### src/rtl/sab_pkg.sv
// ----------------------------------------------------------------------------
// sab_pkg: shared types and constants of the suffix automaton builder
// Table sizes, field widths, controller state codes and the command and
// status bundles between the controller and the datapath.
// ----------------------------------------------------------------------------
package sab_pkg;

    localparam int MAX_LEN    = 4096;
    localparam int ALPHABET   = 26;
    localparam int MAX_STATES = 2 * MAX_LEN;
    localparam int T_DEPTH    = MAX_STATES * ALPHABET;

    localparam int SW  = 14;                  // state id, with room for "none"
    localparam int IW  = $clog2(MAX_STATES);  // state index into tables
    localparam int LW  = 13;                  // string length
    localparam int TW  = 24;                  // running total
    localparam int AW  = $clog2(T_DEPTH);     // transition table address
    localparam int CW  = 5;                   // symbol width
    localparam int XW  = 5;                   // row column counter, holds ALPHABET

    localparam logic [SW-1:0] NO_STATE = '1;

    // controller states, one-hot
    typedef enum logic [12:0] {
        ST_INIT  = 13'b0000000000001,
        ST_IDLE  = 13'b0000000000010,
        ST_CLRP  = 13'b0000000000100,
        ST_W1RD  = 13'b0000000001000,
        ST_W1CHK = 13'b0000000010000,
        ST_CMP   = 13'b0000000100000,
        ST_COPY  = 13'b0000001000000,
        ST_W2RD  = 13'b0000010000000,
        ST_W2CHK = 13'b0000100000000,
        ST_FIN1  = 13'b0001000000000,
        ST_FIN2  = 13'b0010000000000,
        ST_SUM   = 13'b0100000000000,
        ST_DONE  = 13'b1000000000000
    } t_state;

    typedef struct packed {
        t_state op;       // step the datapath carries out this cycle
        logic   accept;   // input transfer this cycle
    } t_cmd;

    typedef struct packed {
        logic take;       // accepted symbol extends the automaton
        logic v_none;     // walk pointer reached past the root
        logic edge_none;  // read transition is absent
        logic edge_is_u;  // read transition points at the split state
        logic len_match;  // len(v)+1 == len(u), no clone
        logic idx_last;   // row clear at last column
        logic idx_full;   // row copy finished
        logic out_free;   // output register can be loaded
    } t_stat;

    // row base: state * 26 by shift and add
    function automatic logic [AW-1:0] row_base(input logic [IW-1:0] s);
        logic [AW-1:0] e;
        e = AW'(s);
        return (e << 4) + (e << 3) + (e << 1);
    endfunction

endpackage

### src/rtl/sab_ctrl.sv
// ----------------------------------------------------------------------------
// sab_ctrl: sequencer of the suffix automaton builder
// Steps through row clear, suffix-link walks, clone copy and result load.
// ----------------------------------------------------------------------------
module sab_ctrl
    import sab_pkg::*;
(
    input  logic  i_clk,
    input  logic  i_rst_n,
    input  logic  i_valid,
    output logic  o_ready,
    input  t_stat i_stat,
    output t_cmd  o_cmd
);

    t_state r_state, n_state;

    assign o_ready      = (r_state == ST_IDLE);
    assign o_cmd.op     = r_state;
    assign o_cmd.accept = i_valid && (r_state == ST_IDLE);

    // next state
    always_comb begin
        n_state = r_state;
        case (r_state)
            ST_INIT:  if (i_stat.idx_last) n_state = ST_IDLE;
            ST_IDLE: begin
                if (i_valid) n_state = i_stat.take ? ST_CLRP : ST_DONE;
            end
            ST_CLRP:  if (i_stat.idx_last) n_state = ST_W1RD;
            ST_W1RD:  n_state = i_stat.v_none ? ST_SUM : ST_W1CHK;
            ST_W1CHK: n_state = i_stat.edge_none ? ST_W1RD : ST_CMP;
            ST_CMP:   n_state = i_stat.len_match ? ST_SUM : ST_COPY;
            ST_COPY:  if (i_stat.idx_full) n_state = ST_W2RD;
            ST_W2RD:  n_state = i_stat.v_none ? ST_FIN1 : ST_W2CHK;
            ST_W2CHK: n_state = i_stat.edge_is_u ? ST_W2RD : ST_FIN1;
            ST_FIN1:  n_state = ST_FIN2;
            ST_FIN2:  n_state = ST_SUM;
            ST_SUM:   n_state = ST_DONE;
            ST_DONE:  if (i_stat.out_free) n_state = ST_IDLE;
            default:  n_state = ST_INIT;
        endcase
    end

    always_ff @(posedge i_clk) begin
        if (!i_rst_n) r_state <= ST_INIT;
        else          r_state <= n_state;
    end

endmodule

### config.mk
export PLATFORM = sky130hd
export DESIGN_NAME = sab_ctrl
export DESIGN_NICKNAME = d
export VERILOG_FILES = /design/src/rtl/sab_pkg.sv /design/src/rtl/sab_ctrl.sv
export SDC_FILE = /design/constraint.sdc
export NUM_CORES = 1
export LEC_CHECK = 0
export ABC_AREA = 1
export BUFFER_PORTS_ARGS = -buffer_cell sky130_fd_sc_hd__buf_2
export CAP_MARGIN = 15
export CORE_MARGIN = 3
export CORE_UTILIZATION = 45
export CTS_CLUSTER_SIZE = 40
export DETAILED_ROUTE_END_ITERATION = 8
export PLACE_DENSITY = 0.76
export RECOVER_POWER = 25
export SYNTH_ARGS = -nofsm -noshare
export SYNTH_HDL_FRONTEND = slang
export SYNTH_SLANG_ARGS = --single-unit
### constraint.sdc
create_clock -name i_clk -period 4.1 [get_ports i_clk]
set_clock_uncertainty 0.15 [all_clocks]
set_input_delay 0.615 -clock i_clk [delete_from_list [all_inputs] [get_ports i_clk]]
set_output_delay 0.615 -clock i_clk [all_outputs]
set_load 0.02 [all_outputs]
## Word-level counts from Yosys, hierarchy flattened

Cells that the tools add are included.

| storage, ports and cells | value |
|---|---|
| bits in registers | 13 |
| input port bits | 11 |
| output and inout port bits | 15 |

| cells by class | value |
|---|---|
| equal/unequal tests | 18 |
| mux-type cells | 12 |
| reduce and logical (&&, ||, !) cells | 2 |

Operator list:

| operator | count |
|---|---|
| $pmux W13 S13 | 1 |
| $mux W13 | 6 |
| $mux W12 | 2 |
| $mux W10 | 2 |
| $eq A13 B1 Y1 const B | 1 |
| $eq A13 B10 Y1 const B | 1 |
| $eq A13 B11 Y1 const B | 1 |
| $eq A13 B12 Y1 const B | 1 |
| $eq A13 B13 Y1 const B | 1 |
| $eq A13 B2 Y1 const B | 1 |
| $eq A13 B3 Y1 const B | 1 |
| $eq A13 B4 Y1 const B | 1 |
| $eq A13 B5 Y1 const B | 1 |
| $eq A13 B6 Y1 const B | 1 |
| $eq A13 B7 Y1 const B | 1 |
| $eq A13 B8 Y1 const B | 1 |
| $eq A13 B9 Y1 const B | 1 |
| $ne A2 B2 Y1 const B | 5 |
| $mux W6 | 1 |
| $reduce_and A5 Y1 | 1 |
| $logic_and A1 B1 Y1 | 1 |

## Depth between registers and ports, before layout

Gate-level depths: netlist of the first run.

| logic depth | value |
|---|---|
| depth after elaboration | 3 |
| depth in mapped cells | 11 |

## Worst setup path before layout of the first run

No wires, ideal clock.

| timing | value |
|---|---|
| path type | register to output |
| start point | register r_state[10] |
| end point | output o_cmd[0] in the netlist's numbering |
| arrival time | 1.206 ns |
| required time | 3.335 ns |
| slack | 2.129 ns |
| cell stages (with the launch flop) | 6 |
| cell sequence | dfxtp_1 > nor2_4 > nand2_4 > nor2_8 > nand3_4 > nor2_1 |

RTL lines:

| element | line | source |
|---|---|---|
| start, declared | sab_ctrl.sv:16 | `t_state r_state, n_state;` |
| start signal, assigned | sab_ctrl.sv:47 | `else r_state <= n_state;` |
| end, declared | sab_ctrl.sv:13 | `output t_cmd o_cmd` |

==> flow_summary_export.csv, run 1 <==
group,metric,value,unit
clock_network,root_buffer,"clkbuf_4",
synthesis,ys_async_sr_fraction,0,%
sta,relSlewSlack,77.9,%
sta,tightest_slew,0.330,ns
grt,grt_pass1_wl,3.44,mm
layout,final_common_cell,"nand2_1",
setup_path,worstPathMaxFanout,9,
status,outcome,"completed",
floorplanning,die_area,2850,um2
floorplanning,io_pins,26,
clock_network,cts_tree,"yes",
synthesis,synth_edf_count,0,
route,detail_route.first_pass.iterations,4,
grt,grt-ovfl-total,0,
grt,antenna_found_initial,0,
placed_design,dpl.hpwl,1.77,mm
route,via_count,950,
clock_network,cts_max_level,1,
synthesis,yosysUniqueCellTypes,23,
floorplanning,die_w,53.4,um
floorplanning,start_util,49.4,%
clock_network,hold_buffers,0,
synthesis,synthCells,149,
flow_run,cap_viol_max_count,0,
floorplanning,core-area,2040,um2
layout,fill_cells,197,
clock_network,cts_sinks,13,
route,drc_errors,0,
synthesis,synth-main-ff-cell,"dfxtp_1",
layout,regArea,260,um2
worst_hold_path,min-delay-path-class,"in2reg",
floorplanning,die_h,53.4,um
synthesis,ys_warn_count,0,
setup_path,max_stage_delay,0.36,ns
route,via_per_inst,4.63,
sta,hold_violations,0,
synthesis,ys_ff_latch,13,
layout,layout-drive-gt1-share,33.7,%
grt,grt_pass1_vias,833,
sta,drv_slew,0,
clock_network,path_clk_slew,0.08,ns
route,drtAntennaViolNets,0,
synthesis,synth.avg_cell_area,6.78,um2
clock_network,numCtsBuffers,3,
layout,layout.nets,190,
placed_design,gp_congestion,0.860,
sta,fin_tns_setup,0,ns
layout,regMostFlops,"r_state",
synthesis,yosysSeqAreaShare,25.8,%
setup_path,critical_path_class,"reg2out",
route,wl_per_cell,10.3,um
setup_path,startpoint_type,"flop",
layout,multi_input_area,627,um2
clock_network,cts-resized-gates,0,
sta,setup_viol,0,
synthesis,syn_nets,160,
sta,rsz0062_at_grt,"no",
synthesis,syn-cell-area,1010,um2
grt,grt_max_degree,10,
layout,area_growth,16.0,%
placed_design,post_dp_cell_area,1170,um2
clock_network,post_cts_buffers,0,
layout,final_cell_mix,"nand2_1, nor2_1, buf_2",
layout,reg.largest.list,"r_state x13",
sta,min_period,2.22,ns
setup_path,critPathRequiredTime,3.34,ns
clock_network,clockBufferDepth,2,
sta,fmax,451,MHz
setup_path,crit_chain,"nor2_4 -> nand2_4 -> nor2_8 -> nand3_4 -> nor2_1 -> buf_2",
sta,fin_crit_sh,54.0,%
setup_path,crit_slowest_cell,"dfxtp_1",
layout,diodes,0,
power,cellLeakagePower,0.606,nW
clock_network,clkLatencyLatePin,0.27,ns
placed_design,portBuffers,25,
layout,largest_reg_flops,13,
power,ir_drop,0.000327,V
layout,fin_area,1170,um2
setup_path,r2r_slack,2.33,ns
route,first_iter_violations,20,
setup_path,worstPathArrival,1.45,ns
route,drt-total-wl,2.11,mm
setup_path,crit_path_end_kind,"output port",
floorplanning,row_count,16,
grt,grt.total_usage,16.6,%
power,power-per-cell-area,430,nW/um2
==> cell type report <==
type / count / share of cell area, %
Inverter: 27 / 8.76
Timing Repair Buffer: 25 / 10.4
Clock buffer: 4 / 2.24
Tap cell: 27 / 2.88
Sequential cell: 13 / 22.2
Multi-Input combinational cell: 109 / 53.5
==> report_power, final <==
| group | switching [mW] | leakage, nW | internal, mW |
|---|---|---|---|
| Sequential | 0.0113 | 0.105 | 0.139 |
| Clock | 0.0423 | 0.0150 | 0.0376 |
| Combinational | 0.181 | 0.485 | 0.0924 |
| Total | 0.234 | 0.606 | 0.269 |
==> synth_stat cells (3+ instances only) <==
| master | number | share of area (%) |
|---|---|---|
| nand2_2 | 5 | 3.1 |
| nor2_2 | 11 | 6.8 |
| nor2_4 | 6 | 6.7 |
| inv_1 | 20 | 7.4 |
| inv_2 | 6 | 2.2 |
| nor2_1 | 19 | 7.1 |
| dfxtp_1 | 13 | 26 |
| nand3_1 | 12 | 5.9 |
| nor3_1 | 3 | 1.5 |
| nand2_4 | 4 | 4.5 |
| nand2_1 | 34 | 13 |
==> stage by stage <==
stage	std cells	worst slack, ns	hold slack, ns	utilization, %	total power [mW]
CTS	205	1.88	0.364	58.5	0.517
global placement	201	2.24	0.355	57.2	0.436
finish	205	1.88	0.364	57.4	0.503
detailed placement	201	2.18	0.364	57.2	0.440
global route	205	1.82	0.373	57.4	0.543
floorplan	149	2.13	0.436	-	0.383
==> cells by family after synthesis <==
family                 count (synthesis)  share of synthesized area, %
AO/OA/AOI/OAI                          6                          3.35
buffers and inverters                 27                          10.2
flip-flops                            13                          25.8
AND/OR/NAND/NOR                      103                          60.7
==> per-layer routing <==
layer  up-vias  track usage (%)  wire length (um)
met5         -                0                 0
met4         0             7.66                37
met3         4             2.82               108
met2        22             27.6              1010
met1       409             20.5               963
li1        515                -                 -
==> worst max-delay path: cells and delay by family, from the launching register on <==
family	cells	cell delay, ns
buffers and inverters	1	0.17
flip-flops	1	0.36
AND/OR/NAND/NOR	5	0.65
==> path summary, 6_finish.rpt <==
check,cells past startpoint,from,to
setup / recovery,6,r_state[10],o_cmd[0]
hold reg to reg,2,r_state[2],r_state[2]
hold / removal,2,i_stat[5],r_state[5]
setup reg to reg,9,r_state[2],r_state[12]
(Power assumes the default switching activity.)
==> run 2, diff against run 1 <==
- clock period: 4.1 -> 2.3 ns (I/O delays scaled with it)
==> run 2 against run 1 <==
Net effect:
- worst hold slack got worse by 0.25 ns
- die area unchanged
- flip-flop and latch count unchanged
==> flow_summary_export.csv, run 2 (synthesis gave the netlist of run 1 again) <==
group,metric,value,unit
grt,antenna_found_initial,0,
route,drtAntennaViolNets,0,
floorplanning,start_util,49.4,%
grt,grt.total_usage,17.5,%
power,power-per-cell-area,769,nW/um2
setup_path,critical_path_class,"reg2out",
setup_path,r2r_slack,0.48,ns
layout,reg.largest.list,"r_state x13",
clock_network,root_buffer,"clkbuf_4",
layout,final_cell_mix,"nand2_1, inv_1, nor2_1, buf_2, dfxtp_1",
setup_path,startpoint_type,"flop",
sta,finalWorstSetupSlack,0.373,ns
floorplanning,core-area,2040,um2
worst_hold_path,hold_end,"r_state[5]",
clock_network,numCtsBuffers,3,
sta,tightest_slew,0.367,ns
route,first_iter_violations,13,
placed_design,portBuffers,25,
layout,postLayoutCoreUtil,57.7,%
layout,diodes,0,
sta,rsz0062_at_grt,"no",
floorplanning,die_area,2850,um2
floorplanning,die_w,53.4,um
layout,layout-drive-gt1-share,33.7,%
setup_path,crit_chain,"nor2_4 -> nand2_4 -> nor2_8 -> nand3_4 -> nor2_1 -> buf_2",
clock_network,cts_tree,"yes",
grt,grt_pass1_wl,3.56,mm
setup_path,r2r_end,"r_state[3]",
route,detail_route.first_pass.iterations,4,
sta,min_period,1.93,ns
clock_network,cts_max_level,1,
clock_network,clkLatencyLatePin,0.27,ns
layout,area_growth,16.7,%
layout,layout.nets,190,
flow_run,cap_viol_max_count,0,
grt,grt_max_degree,10,
sta,worst_hold_slack,0.111,ns
route,via_per_inst,4.77,
clock_network,cts-resized-gates,0,
grt,grt-ovfl-total,0,
placed_design,dpl.hpwl,1.87,mm
layout,regMostFlops,"r_state",
floorplanning,row_count,16,
clock_network,post_cts_buffers,0,
power,ir_drop,0.000575,V
setup_path,worstPathArrival,1.43,ns
sta,relSlewSlack,75.4,%
placed_design,pre_cts_slack,0.686,ns
sta,setup_viol,0,
floorplanning,io_pins,26,
sta,drv_slew,0,
setup_path,critPathRequiredTime,1.80,ns
status,outcome,"completed",
floorplanning,die_h,53.4,um
route,drc_errors,0,
sta,fin_crit_sh,83.8,%
grt,grt_pass1_vias,828,
setup_path,max_stage_delay,0.36,ns
clock_network,clockBufferDepth,2,
worst_hold_path,holdPathStages,2,
sta,fin_tns_setup,0,ns
worst_hold_path,min-delay-path-class,"in2reg",
route,wl_per_cell,10.6,um
power,cellLeakagePower,0.601,nW
clock_network,path_clk_slew,0.08,ns
setup_path,worstPathMaxFanout,9,
route,via_count,977,
setup_path,rr_startpoint,"r_state[2]",
clock_network,hold_buffers,0,
sta,fmax,519,MHz
route,drt-total-wl,2.18,mm
layout,largest_reg_flops,13,
setup_path,crit_slowest_cell,"dfxtp_1",
layout,final_common_cell,"nand2_1",
sta,hold_violations,0,
setup_path,crit_path_end_kind,"output port",
placed_design,gp_congestion,0.856,
worst_hold_path,hold_start,"i_stat[5]",
setup_path,reg2reg_depth,9,
clock_network,cts_sinks,13,
==> run 2: area by class of cell <==
type                       instances  area [um2]
sequential                        13         260
multi-input combinational        109         637
timing repair buffer              25         119
inverter                          27         103
clock buffer                       4        26.3
tap                               27        33.8
fill                             216         863
==> run 2: worst max-delay path by stage <==
stage | from | end | slack [ns]
floorplan | r_state[10] | o_cmd[0] | 0.60
global placement | r_state[10] | o_cmd[0] | 0.71
detailed placement | r_state[10] | o_cmd[0] | 0.69
CTS | r_state[10] | o_cmd[0] | 0.37
global route | r_state[10] | o_cmd[0] | 0.28
finish | r_state[10] | o_cmd[0] | 0.37
==> run 2: metrics by stage <==
stage	total power [mW]	instances	area (um2)
after floorplan	0.683	149	1010
after global placement	0.776	201	1170
after detailed placement	0.784	201	1170
after CTS	0.926	205	1190
after global routing	0.979	205	1180
final	0.906	205	1180
==> run 2: routing by layer <==
metal / vias up / part of all wire (%) / global-route usage, %
met3: 5 / 6.3 / 2.82
met4: 0 / 1.3 / 7.66
met5: - / 0 / 0
li1: 518 / - / -
met1: 425 / 42 / 20.5
met2: 29 / 50 / 30.8
==> run 2: power by group <==
| group | internal [mW] | total (mW) | switching, mW | leakage (nW) |
|---|---|---|---|---|
| Clock | 0.0672 | 0.141 | 0.0742 | 0.0150 |
| Combinational | 0.166 | 0.493 | 0.326 | 0.481 |
| Sequential | 0.248 | 0.272 | 0.0238 | 0.105 |
==> run 2: worst max-delay path: cells and delay by family, from the launching register on <==
family,cells,cell delay [ns]
flops,1,0.36
buf+inv,1,0.16
simple gates,5,0.63
